$ cat src/hw/rtl/assert_macros.svh
// ----------------------------------------------------------------------------
// Assertion macros
// Shared concurrent assertion forms for the sharpening filter RTL.
// ----------------------------------------------------------------------------
`ifndef ASSERT_MACROS_SVH
`define ASSERT_MACROS_SVH

// Property checked at every rising clock edge outside of reset.
`define DOGSF_ASSERT(lbl, clk, rst_n, prop) \
  lbl: assert property (@(posedge clk) disable iff (!rst_n) (prop)) \
    else $error("dog sharpen filter: assertion failed");

// Condition in one cycle requires another condition in the next cycle.
`define DOGSF_ASSERT_NEXT(lbl, clk, rst_n, cond, nxt) \
  lbl: assert property (@(posedge clk) disable iff (!rst_n) (cond) |=> (nxt)) \
    else $error("dog sharpen filter: assertion failed");

`endif

$ cat src/hw/rtl/dogsf_pkg.sv
// ----------------------------------------------------------------------------
// Sharpening filter package
// Payload types, window types and constants shared by the filter modules.
// ----------------------------------------------------------------------------
package dogsf_pkg;

  localparam int DOGSF_MAX_WIDTH = 4096;
  localparam int STORED_ROWS     = 6;
  localparam int DIM_W           = 13;
  localparam int ROW_W           = 14;
  localparam int WIDE_W          = 14;
  localparam int NARROW_W        = 12;

  localparam logic [7:0]       GAIN_RESET   = 8'd4;
  localparam logic [DIM_W-1:0] WIDTH_RESET  = 13'd4096;
  localparam logic [DIM_W-1:0] HEIGHT_RESET = 13'd3000;
  localparam logic [DIM_W-1:0] MIN_DIM      = 13'd4;

  typedef enum logic [1:0] {
    CFG_SHARPEN_GAIN = 2'd0,
    CFG_FRAME_WIDTH  = 2'd1,
    CFG_FRAME_HEIGHT = 2'd2
  } cfg_index_e;

  typedef struct packed {
    logic       action;
    logic [7:0] pixel_in;
  } in_item_t;

  typedef struct packed {
    logic [7:0] pixel_out;
    logic       row_end;
    logic       frame_end;
    logic       run_last;
  } out_item_t;

  // Column windows handed from the column stage to the result emitter.
  typedef struct packed {
    logic [6:0][WIDE_W-1:0]   wide;
    logic [5:0][NARROW_W-1:0] narrow;
    logic [3:0][7:0]          center;
    logic                     flush;
    logic                     frame_last;
  } emit_load_t;

endpackage

$ cat src/hw/rtl/dogsf_emit.sv
// ----------------------------------------------------------------------------
// Result emitter
// Holds one column window snapshot, emits its result and the row-end flush
// results, and computes the sharpened pixel in two register stages.
// ----------------------------------------------------------------------------
`include "assert_macros.svh"

module dogsf_emit (
  input  logic                  clk_i,
  input  logic                  rst_ni,
  input  logic [7:0]            gain_i,
  input  logic                  load_valid_i,
  input  dogsf_pkg::emit_load_t load_i,
  output logic                  load_ready_o,
  output logic                  out_valid_o,
  input  logic                  out_stall_i,
  output dogsf_pkg::out_item_t  out_data_o
);
  import dogsf_pkg::*;

  // Snapshot stage.
  logic                     e_valid_q, e_valid_d;
  logic [1:0]               e_cnt_q, e_cnt_d;
  logic                     e_flush_q, e_flush_d;
  logic                     e_frame_q, e_frame_d;
  logic [6:0][WIDE_W-1:0]   e_wide_q, e_wide_d;
  logic [5:0][NARROW_W-1:0] e_narrow_q, e_narrow_d;
  logic [3:0][7:0]          e_center_q, e_center_d;

  // Quotient stage.
  logic       p_valid_q;
  logic [7:0] p_q5_q, p_q7_q, p_center_q;
  logic [2:0] p_flags_q;

  // Output register.
  logic      o_valid_q;
  out_item_t o_data_q, o_data_d;

  logic        o_ready, p_ready, e_take, e_last;
  logic [15:0] b5;
  logic [19:0] b7;
  logic [2:0]  e_flags;
  logic signed [8:0]  diff;
  logic signed [17:0] prod;
  logic signed [18:0] sum;

  assign o_ready      = !o_valid_q || !out_stall_i;
  assign p_ready      = !p_valid_q || o_ready;
  assign e_take       = e_valid_q && p_ready;
  assign e_last       = (e_cnt_q == 2'd0);
  assign load_ready_o = !e_valid_q || (e_take && e_last);

  // Flags of the result now presented: row end, frame end, last of the item.
  assign e_flags = {e_last && e_flush_q, e_last && e_flush_q && e_frame_q, e_last};

  always_comb begin
    e_valid_d  = e_valid_q;
    e_cnt_d    = e_cnt_q;
    e_flush_d  = e_flush_q;
    e_frame_d  = e_frame_q;
    e_wide_d   = e_wide_q;
    e_narrow_d = e_narrow_q;
    e_center_d = e_center_q;
    if (load_valid_i && load_ready_o) begin
      e_valid_d  = 1'b1;
      e_cnt_d    = load_i.flush ? 2'd3 : 2'd0;
      e_flush_d  = load_i.flush;
      e_frame_d  = load_i.frame_last;
      e_wide_d   = load_i.wide;
      e_narrow_d = load_i.narrow;
      e_center_d = load_i.center;
    end else if (e_take) begin
      if (e_last) begin
        e_valid_d = 1'b0;
      end else begin
        // Flush step: the right edge column repeats into the window.
        e_cnt_d = e_cnt_q - 2'd1;
        for (int i = 0; i < 6; i++) e_wide_d[i] = e_wide_q[i+1];
        for (int i = 0; i < 5; i++) e_narrow_d[i] = e_narrow_q[i+1];
        for (int i = 0; i < 3; i++) e_center_d[i] = e_center_q[i+1];
      end
    end
  end

  assign b5 = 16'(e_narrow_q[0]) + 16'(e_narrow_q[1]) * 16'd4
            + 16'(e_narrow_q[2]) * 16'd6 + 16'(e_narrow_q[3]) * 16'd4
            + 16'(e_narrow_q[4]);
  assign b7 = 20'(e_wide_q[0]) + 20'(e_wide_q[1]) * 20'd6
            + 20'(e_wide_q[2]) * 20'd15 + 20'(e_wide_q[3]) * 20'd20
            + 20'(e_wide_q[4]) * 20'd15 + 20'(e_wide_q[5]) * 20'd6
            + 20'(e_wide_q[6]);

  always_comb begin
    diff = $signed({1'b0, p_q5_q}) - $signed({1'b0, p_q7_q});
    prod = $signed({1'b0, gain_i}) * diff;
    sum  = $signed({prod[17], prod}) + $signed({11'd0, p_center_q});
    if (sum < 0) begin
      o_data_d.pixel_out = 8'd0;
    end else if (sum > 19'sd255) begin
      o_data_d.pixel_out = 8'd255;
    end else begin
      o_data_d.pixel_out = sum[7:0];
    end
    o_data_d.row_end   = p_flags_q[2];
    o_data_d.frame_end = p_flags_q[1];
    o_data_d.run_last  = p_flags_q[0];
  end

  always_ff @(posedge clk_i or negedge rst_ni) begin
    if (!rst_ni) begin
      e_valid_q <= 1'b0;
      e_cnt_q   <= 2'd0;
      e_flush_q <= 1'b0;
      e_frame_q <= 1'b0;
      p_valid_q <= 1'b0;
      o_valid_q <= 1'b0;
    end else begin
      e_valid_q <= e_valid_d;
      e_cnt_q   <= e_cnt_d;
      e_flush_q <= e_flush_d;
      e_frame_q <= e_frame_d;
      if (p_ready) p_valid_q <= e_valid_q;
      if (o_ready) o_valid_q <= p_valid_q;
    end
  end

  always_ff @(posedge clk_i) begin
    e_wide_q   <= e_wide_d;
    e_narrow_q <= e_narrow_d;
    e_center_q <= e_center_d;
    if (p_ready) begin
      p_q5_q     <= b5[15:8];
      p_q7_q     <= b7[19:12];
      p_center_q <= e_center_q[0];
      p_flags_q  <= e_flags;
    end
    if (o_ready) o_data_q <= o_data_d;
  end

  assign out_valid_o = o_valid_q;
  assign out_data_o  = o_data_q;

  `DOGSF_ASSERT(a_cnt_busy, clk_i, rst_ni, (e_cnt_q != 2'd0) |-> (e_valid_q && e_flush_q))
  `DOGSF_ASSERT(a_frame_end_flags, clk_i, rst_ni, (o_valid_q && o_data_q.frame_end) |-> (o_data_q.row_end && o_data_q.run_last))
  `DOGSF_ASSERT_NEXT(a_p_hold, clk_i, rst_ni, p_valid_q && !p_ready, p_valid_q)

endmodule

$ cat config.mk
export PLATFORM = sky130hd
export DESIGN_NAME = dogsf_emit
export DESIGN_NICKNAME = d
export VERILOG_FILES = /design/src/hw/rtl/dogsf_pkg.sv /design/src/hw/rtl/dogsf_emit.sv
export VERILOG_INCLUDE_DIRS = /design/src /design/src/hw/rtl
export SDC_FILE = /design/constraint.sdc
export NUM_CORES = 1
export LEC_CHECK = 0
export ABC_AREA = 1
export ABC_CLOCK_PERIOD_IN_PS = 25900
export BUFFER_PORTS_ARGS = -buffer_cell sky130_fd_sc_hd__buf_2
export CORE_MARGIN = 1.5
export CORE_UTILIZATION = 40
export CTS_BUF_LIST = sky130_fd_sc_hd__clkbuf_4 sky130_fd_sc_hd__clkbuf_8
export CTS_CLUSTER_DIAMETER = 100
export CTS_CLUSTER_SIZE = 8
export DETAILED_ROUTE_END_ITERATION = 7
export PLACE_DENSITY = 0.59
export SYNTH_ARGS = -nofsm -noshare
export SYNTH_HDL_FRONTEND = slang
export SYNTH_SLANG_ARGS = --single-unit
$ cat constraint.sdc
create_clock -name clk_i -period 25.9 [get_ports clk_i]
set_input_delay 1.295 -clock clk_i [delete_from_list [all_inputs] [get_ports clk_i]]
set_output_delay 1.295 -clock clk_i [all_outputs]
set_load 0.02 [all_outputs]
After elaboration in Yosys (flattened, before gate mapping) --
Index checks and enable logic that the tools add are counted.
Cells by class: add/sub/neg operators 13, multipliers 7, order comparisons 2, equality and inequality tests 1, mux-type cells 17, reductions and logical operators 17
Operators by type and width (count):
- 84-bit two-way mux | 3
- 60-bit two-way mux | 3
- 24-bit two-way mux | 3
- 14-bit by 4-bit multiplier with 18-bit output (second input constant) | 2
- 14-bit by 2-bit multiplier with 16-bit output (second input constant) | 2
- 19-bit by 19-bit adder with 20-bit output | 1
- 20-bit by 14-bit adder with 20-bit output | 1
- 20-bit by 17-bit adder with 20-bit output | 1
- 20-bit by 18-bit adder with 20-bit output | 1
- 18-bit by 18-bit adder with 19-bit output | 1
- 18-bit by 9-bit adder with 19-bit output | 1
- 19-bit by 9-bit > comparator with 1-bit output (second input constant) | 1
- 19-bit by 1-bit less-than comparator with 1-bit output (second input constant) | 1
- 14-bit by 17-bit adder with 18-bit output | 1
- 9-bit by 9-bit multiplier with 18-bit output | 1
- 14-bit by 3-bit multiplier with 17-bit output (second input constant) | 1
- 15-bit by 15-bit adder with 16-bit output | 1
- 16-bit by 12-bit adder with 16-bit output | 1
- 16-bit by 14-bit adder with 16-bit output | 1
- 12-bit by 14-bit adder with 15-bit output | 1
- 12-bit by 2-bit multiplier with 14-bit output (second input constant) | 1
- 8-bit by 8-bit subtractor with 9-bit output | 1
- 2-bit two-way mux | 4
- 8-bit two-way mux | 1
- other kinds (9) | 22
Word-level totals: register bits after elaboration 247, input port bits 216, output and inout port bits 13, logic and storage cells 88

Depth between registers and ports, before layout --
Gate-level depths: netlist (run 1).
word-level depth 9, gate-level depth with buffers 34, depth with buffers taken out 34

Worst setup path before layout (run 1) --
OpenSTA, ideal clock, no wires.
path kind in2reg, start point input port out_stall_i, end point register e_cnt_q[0], setup time 0.520 ns, arrival time 10.339 ns, data required time 25.380 ns, setup slack 15.042 ns, stages 4, path buffers 0, cell sequence nand2_1 -> nor2_1 -> a22oi_1 -> o21ai_0
On the way: longest elaborated chain between the ends 9
RTL lines:
- from (decl) | line dogsf_emit.sv:16 | input logic out_stall_i,
- 1-bit zero test * | line dogsf_emit.sv:47 | assign o_ready = !o_valid_q || !out_stall_i;
- 1-bit logical OR * | line dogsf_emit.sv:47
- 1-bit logical OR * | line dogsf_emit.sv:48 | assign p_ready = !p_valid_q || o_ready;
- 1-bit logical AND * | line dogsf_emit.sv:49 | assign e_take = e_valid_q && p_ready;
- 1-bit logical AND | line dogsf_emit.sv:51 | assign load_ready_o = !e_valid_q || (e_take && e_last);
- 1-bit logical OR | line dogsf_emit.sv:51
- 1-bit logical AND | line dogsf_emit.sv:64 | if (load_valid_i && load_ready_o) begin
- 2-bit by 1-bit != test with 1-bit output (no source line) / 2-bit nonzero test (equally long branches)
- 2-bit AND reduction (no source line)
- to (signal assigned) | line dogsf_emit.sv:119 | e_cnt_q <= e_cnt_d;
- to (decl) | line dogsf_emit.sv:23 | logic [1:0] e_cnt_q, e_cnt_d;
Every way passes the cells marked *; elsewhere a longest branch is shown, timed or not. A chain may end at the register's enable or synchronous reset.

Final worst setup path (run 1) --
start point register p_q5_q[0], end point register o_data_q (netlist bit out_data_o[6]) (data pin)
On the way: longest elaborated chain between the ends 5
RTL lines:
- from (decl) | line dogsf_emit.sv:32 | logic [7:0] p_q5_q, p_q7_q, p_center_q;
- from (signal assigned) | line dogsf_emit.sv:132 | p_q5_q <= b5[15:8];
- 8-bit by 8-bit subtractor with 9-bit output * | line dogsf_emit.sv:94 | diff = $signed({1'b0, p_q5_q}) - $signed({1'b0, p_q7_q});
- 9-bit by 9-bit multiplier with 18-bit output * | line dogsf_emit.sv:95 | prod = $signed({1'b0, gain_i}) * diff;
- 18-bit by 9-bit adder with 19-bit output * | line dogsf_emit.sv:96 | sum = $signed({prod[17], prod}) + $signed({11'd0, p_center_q});
- 19-bit by 9-bit > comparator with 1-bit output | line dogsf_emit.sv:99 | end else if (sum > 19'sd255) begin
- 8-bit two-way mux | line dogsf_emit.sv:99
- to (signal assigned) | line dogsf_emit.sv:137 | if (o_ready) o_data_q <= o_data_d;
- to (decl) | line dogsf_emit.sv:37 | out_item_t o_data_q, o_data_d;
Marks and branches as above.

==> results of run 1 <==
area by class of cell:
type | count | area (µm²)
repair buffers | 234 | 1190
multi-input cells | 1549 | 12300
flip-flops and latches | 247 | 7380
well taps | 688 | 861
inverters | 423 | 1590
clock buffers | 43 | 567
fillers | 5102 | 28800
diodes | 2 | 5.00
clock inverters | 6 | 80.1
critical path, delay by kind of cell, from the launching register on:
| family | cells | cell delay (ns) |
|---|---|---|
| fa+ha+maj | 8 | 3.30 |
| simple gates | 14 | 1.35 |
| compound gates | 5 | 1.04 |
| flops | 1 | 0.36 |
| buf+inv | 4 | 0.23 |
through the flow:
stage	hold slack [ns]	instance area, µm²	std cells	utilization (%)
4_1_cts	0.409	23900	3190	45.4
6_report	0.410	24000	3192	45.4
3_3_place_gp	0.402	23300	3141	44.2
2_1_floorplan	0.400	21400	2256	-
3_5_place_dp	0.406	23300	3141	44.2
5_1_grt	0.423	23900	3190	45.4
worst paths after layout:
kind / end / slack (ns) / from
max in group asynchronous: e_cnt_q[0] / 25.22 / rst_ni
worst min register to register: p_center_q[7] / 0.41 / e_center_q[7]
worst max-delay path: out_data_o[6] / 19.40 / p_q5_q[0]
worst min-delay path: p_center_q[7] / 0.41 / e_center_q[7]
worst max register to register: out_data_o[6] / 19.40 / p_q5_q[0]
min in group asynchronous: p_valid_q / 0.53 / rst_ni
per-layer routing:
metal  GRT usage (%)  up-vias  part of all wire, %
met5               0        -                0.024
met4            5.21        2                  2.2
met3            3.10       73                  4.5
met2            33.3      336                   48
met1            27.2     7431                   46
li1                -     7545                    -
cells by family (layout without fill, tap and decap cells):
family                   after synthesis  after routing  synth area share (%)
XOR/XNOR                              70             70                  2.98
AO/OA/AOI/OAI                        175            175                  4.64
other                                  0              2                     0
flip-flops                           247            247                  34.5
AND/OR/NAND/NOR                      879            879                  16.6
adder cells (fa/ha/maj)              425            425                  33.1
buffers and inverters                460            706                  8.24
sequential cells by signal, summed over array words and instances, names as in the netlist, 2 cells and up:
name,count
out_data_o,11
p_q5_q,8
e_wide_q,98
p_q7_q,8
p_center_q,8
e_center_q,32
p_flags_q,3
e_cnt_q,2
e_narrow_q,72
placed cells by master, fill, tap and decap left out, types with 11 or more instances in the layout:
cell type	count
ha_1	190
nand3_1	41
o21ai_0	48
nand2_1	695
fa_1	235
xnor2_1	25
nor3_1	14
edfxtp_1	240
xor2_1	43
nand4_1	15
nor2_1	80
clkbuf_8	39
inv_1	411
buf_2	228
a21oi_1	84
inv_2	11
==> flow_summary.toml, run 1 <==
[status]
outcome = "finished, violations left"
violations = "DRC"

[logic_synthesis]
synth.top_cells.by_count = "695 x nand2_1, 411 x inv_1, 240 x edfxtp_1"
synth-async-reset-ratio_pct = 2.83
synth-seq-area-share_pct = 34.5
synth-seq-cells = 247
synth_top_cell_area_share_pct = 33.6
synth_largest_area_cell = "edfxtp_1"
count_of_flip_flops_with_a_built_in_enable_after_synthesis = 240
post_synth.cell_area_avg_um2 = 9.49
synth.top_cells.by_area = "edfxtp_1 34%, fa_1 22%, nand2_1 12%, ha_1 11%, inv_1 7.2%"
postSynthCellCount = 2256
synth_area_mm2 = 0.0214
synth_ff_type = "edfxtp_1"
synth_most_common_cell = "nand2_1"
synth.distinct_cells = 45
synthesis.yosys.warnings = 0
synth_fp_nets = 2897

[grt]
grt_start_max_net_pins = 104
grt_pass1_wl_um = 84200
grt_pass1_vias = 16000
global_route.overflow_total = 0
track_usage_pct = 20.0
grt_antenna_before_repair = 2

[run]
maxCapViolations = 0

[die]
initial_utilization_pct = 40.6
core_mm2 = 0.0528
io_pins = 229
fp.dieH_um = 234
num_rows = 84
design.die.area_mm2 = 0.0549
die_outline_width_um = 234

[clock_network]
insertion_delay_ns = 0.62
holdBufCountCts = 0
cts_num_sinks = 247
clock_tree.htree_level_count = 2
worst_setup_hold_path_clk_slew_ns = 0.07
tritoncts_clock_tree = "yes"
cts_root_buffer = "clkbuf_8"
cts_post_setup_buffers_inserted = 0
cts_buffer_depth = 3
numCtsBuffers = 38
post_cts.resized_instances = 0

[place]
finalWeightedCongestion = 0.910
count_of_buffers_from_port_buffering = 228
post_placement_setup_slack_ns = 19.37
hpwlAfterDp_um = 43100

[sta]
finalClockSkew_ns = 0.0304
timing.final.crit_share_pct = 25.1
report.final.setup_viol = 0
fin_setup_tns_ns = 0
worst_slack_ns = 19.40
timing.slew.headroom_pct = 23.7
period_minus_slack_ns = 6.50
hold_viol_final = 0
setup_repair_after_global_routing_missed_its_margin = "false"
tightestPinTransition_ns = 1.14
fmaxAchievable_ghz = 0.154
final-max-slew-violation-count = 0

[routing]
detail_route.drc_violations = 2
detailedRoute.firstPassIterationCount = 8
antenna_violating_nets_post_route = 0
via_count = 15400
detail_route.iter0.violations = 984
vias_per_cell = 4.82
route.final.wire_length_um = 53900
detail_route.wl_per_cell_um = 16.9

[critical_path]
critical_path_arrival_ns = 6.86
cpPeakStageDelay_ns = 0.57
crit_top_cell = "nand2_1"
worst_setup_path_start_kind = "flip-flop"
criticalPathCategory = "flip-flop to flip-flop"
cp-end-kind = "flip-flop"
worst_reg_to_reg_path_cell_count = 31
crit_slowest_cell = "fa_1"
critical_path_required_ns = 26.26
worstPathMaxFanout = 8

[finish]
final_net_count = 3134
area_growth_pct = 11.8
post_route_cells_drive_above_1_share_pct = 13.2

[min_path]
min_path_type = "flip-flop to flip-flop"
min_delay_path_depth = 0
Power of run 1 is not shown: default switching activity piles up to over one toggle a cycle in this logic, so the estimate is an artifact.
==> run 2, diff against run 1 <==
--- a/config.mk
+++ b/config.mk
@@ -7,7 +7,7 @@
 export NUM_CORES = 1
 export LEC_CHECK = 0
 export ABC_AREA = 1
-export ABC_CLOCK_PERIOD_IN_PS = 25900
+export ABC_CLOCK_PERIOD_IN_PS = 5800
 export BUFFER_PORTS_ARGS = -buffer_cell sky130_fd_sc_hd__buf_2
 export CORE_MARGIN = 1.5
 export CORE_UTILIZATION = 40
@@ -15,7 +15,7 @@
 export CTS_CLUSTER_DIAMETER = 100
 export CTS_CLUSTER_SIZE = 8
 export DETAILED_ROUTE_END_ITERATION = 7
-export PLACE_DENSITY = 0.59
+export PLACE_DENSITY = 0.61
 export SYNTH_ARGS = -nofsm -noshare
 export SYNTH_HDL_FRONTEND = slang
 export SYNTH_SLANG_ARGS = --single-unit
==> constraint.sdc (replaced) <==
create_clock -name clk_i -period 5.8 [get_ports clk_i]
set_input_delay 0.29 -clock clk_i [delete_from_list [all_inputs] [get_ports clk_i]]
set_output_delay 0.29 -clock clk_i [all_outputs]
set_load 0.02 [all_outputs]
==> flow_summary.toml, run 2 (synthesis results as in run 1) <==
[routing]
detail_route.wl_per_cell_um = 16.8
detail_route.drc_violations = 7
detail_route.iter0.violations = 1021
detailedRoute.firstPassIterationCount = 8
antenna_violating_nets_post_route = 0
route.final.wire_length_um = 58600
vias_per_cell = 4.83
via_count = 16900

[critical_path]
cpPeakStageDelay_ns = 0.54
criticalPathCategory = "flip-flop to flip-flop"
worstPathMaxFanout = 8
worst_reg_to_reg_path_cell_count = 30
worst_setup_path_start_kind = "flip-flop"
crit_top_cell = "fa_1"
reg2reg_from = "p_q7_q[0]"
critical_path_required_ns = 6.16
rr_endpoint = "out_data_o[5]"
critical_path_arrival_ns = 6.30
worst-r2r-setup-slack_ns = -0.14
cp-end-kind = "flip-flop"
crit_slowest_cell = "fa_1"

[sta]
hold_viol_final = 0
report.final.setup_viol = 11
final-max-slew-violation-count = 0
worst_slack_ns = -0.139
tightestPinTransition_ns = 0.958
fmaxAchievable_ghz = 0.168
finalClockSkew_ns = 0.0602
period_minus_slack_ns = 5.94
timing.slew.headroom_pct = 36.1
timing.final.crit_share_pct = 102
setup_repair_after_global_routing_missed_its_margin = "true"

[finish]
area.sequential_mm2 = 0.00738
area_growth_pct = 29.2
largest_register_ffs = 98
multi_input_comb_area_mm2 = 0.0132
final_net_count = 3442
layout_commonest_cell = "nand2_1"
top_register = "e_wide_q"
finish.cell_count_without_fillers = 3498
most-common-layout-cells = "663 x nand2_1, 398 x inv_1, 240 x edfxtp_1"
fin_area_mm2 = 0.0277
layout_top_registers = "e_wide_q (98), e_narrow_q (72), e_center_q (32)"
post_route_cells_drive_above_1_share_pct = 21.0
fillers = 4737

[place]
post_placement_setup_slack_ns = -0.311
detailed_place.area_mm2 = 0.0241
place_inst = 3234
count_of_buffers_from_port_buffering = 228
finalWeightedCongestion = 0.879
hpwlAfterDp_um = 43300

[die]
design.die.area_mm2 = 0.0549
die_outline_width_um = 234
initial_utilization_pct = 40.6
io_pins = 229
core_mm2 = 0.0528
num_rows = 84
fp.dieH_um = 234

[grt]
global_route.overflow_total = 0
grt_start_max_net_pins = 218
grt_antenna_before_repair = 1
grt_pass1_vias = 17400
track_usage_pct = 21.3
grt_pass1_wl_um = 89700

[clock_network]
worst_setup_hold_path_clk_slew_ns = 0.06
cts_buffer_depth = 3
clock_tree.htree_level_count = 2
tritoncts_clock_tree = "yes"
numCtsBuffers = 37
insertion_delay_ns = 0.65
cts_root_buffer = "clkbuf_8"
cts_num_sinks = 247

[min_path]
holdPathEnd = "e_center_q[6]"
hold_path.startpoint = "load_i[8]"
min_path_type = "input pin to flip-flop"
min_delay_path_depth = 3

[status]
violations = "DRC, setup timing"
outcome = "finished, violations left"

[run]
maxCapViolations = 0
-- run 2: cell types whose count changed in the layout (fill, tap and decap cells not counted), moves of 12 or more --
| cell | previous run | this run |
|---|---|---|
| ha_1 | 190 | 154 |
| a21oi_1 | 84 | 61 |
| inv_2 | 11 | 23 |
| ha_4 | 0 | 34 |
| a21oi_2 | 5 | 22 |
| nand2_2 | 9 | 33 |
| inv_1 | 411 | 398 |
| buf_4 | 6 | 112 |
| dlygate4sd3_1 | 0 | 197 |
| nand2_1 | 695 | 663 |
-- run 2: layout make-up --
class / count / area share [%]
Clock inverter: 6 / 0.271
Tap cell: 688 / 3.11
Inverter: 423 / 5.75
Antenna cell: 1 / 0.00904
Clock buffer: 41 / 1.95
Timing Repair Buffer: 543 / 14.6
Sequential cell: 247 / 26.7
Multi-Input combinational cell: 1549 / 47.7
-- run 2: worst max path at each step --
stage | to | slack (ns) | cells past startpoint | startpoint
global route | out_data_o[8] | -0.51 | 30 | p_q7_q[0]
detailed placement | out_data_o[9] | -0.31 | 32 | p_q7_q[0]
CTS | out_data_o[5] | -0.21 | 29 | p_q7_q[0]
global placement | out_data_o[6] | -0.19 | 32 | p_q7_q[0]
finish | out_data_o[5] | -0.14 | 30 | p_q7_q[0]
floorplan | e_cnt_q[0] | -0.19 | 4 | out_valid_o
-- run 2: metrics by stage --
stage / hold slack, ns / setup TNS [ns] / utilization [%]
global route: 0.00632 / -5.16 / 52.5
global placement: 0.146 / -1.90 / 45.6
CTS: 0.00274 / -1.63 / 51.1
finish: 0.0242 / -1.14 / 52.5
floorplan: -0.00559 / -29.74 / -
detailed placement: 0.146 / -3.61 / 45.6
-- run 2: metal layers --
layer  share of wire (%)  track usage (%)  vias to the layer above
met2                  51             37.0                      444
met3                 5.1             3.97                       99
met4                 2.4             5.49                        0
li1                    -                -                     8167
met1                  42             27.2                     8189
met5                   0                0                        -
-- run 2: worst max-delay path, delay by kind of cell (launching register included) --
family | cells | cell delay (ns)
XOR/XNOR | 1 | 0.26
buffers and inverters | 5 | 0.29
AO/OA/AOI/OAI | 3 | 0.32
adder cells (fa/ha/maj) | 8 | 3.30
flip-flops | 1 | 0.39
AND/OR/NAND/NOR | 13 | 1.12
-- run 2: what timing repair did --
item / in CTS / in global routing
setup buffers: 6 / 14
hold endpoints to repair: 202 / 1
pin swaps: 21 / 96
hold buffers: 196 / 1
resized for setup: 49 / 135
endpoints found under the setup margin: 15 / 16
Power of run 2 is left out for the same reason.
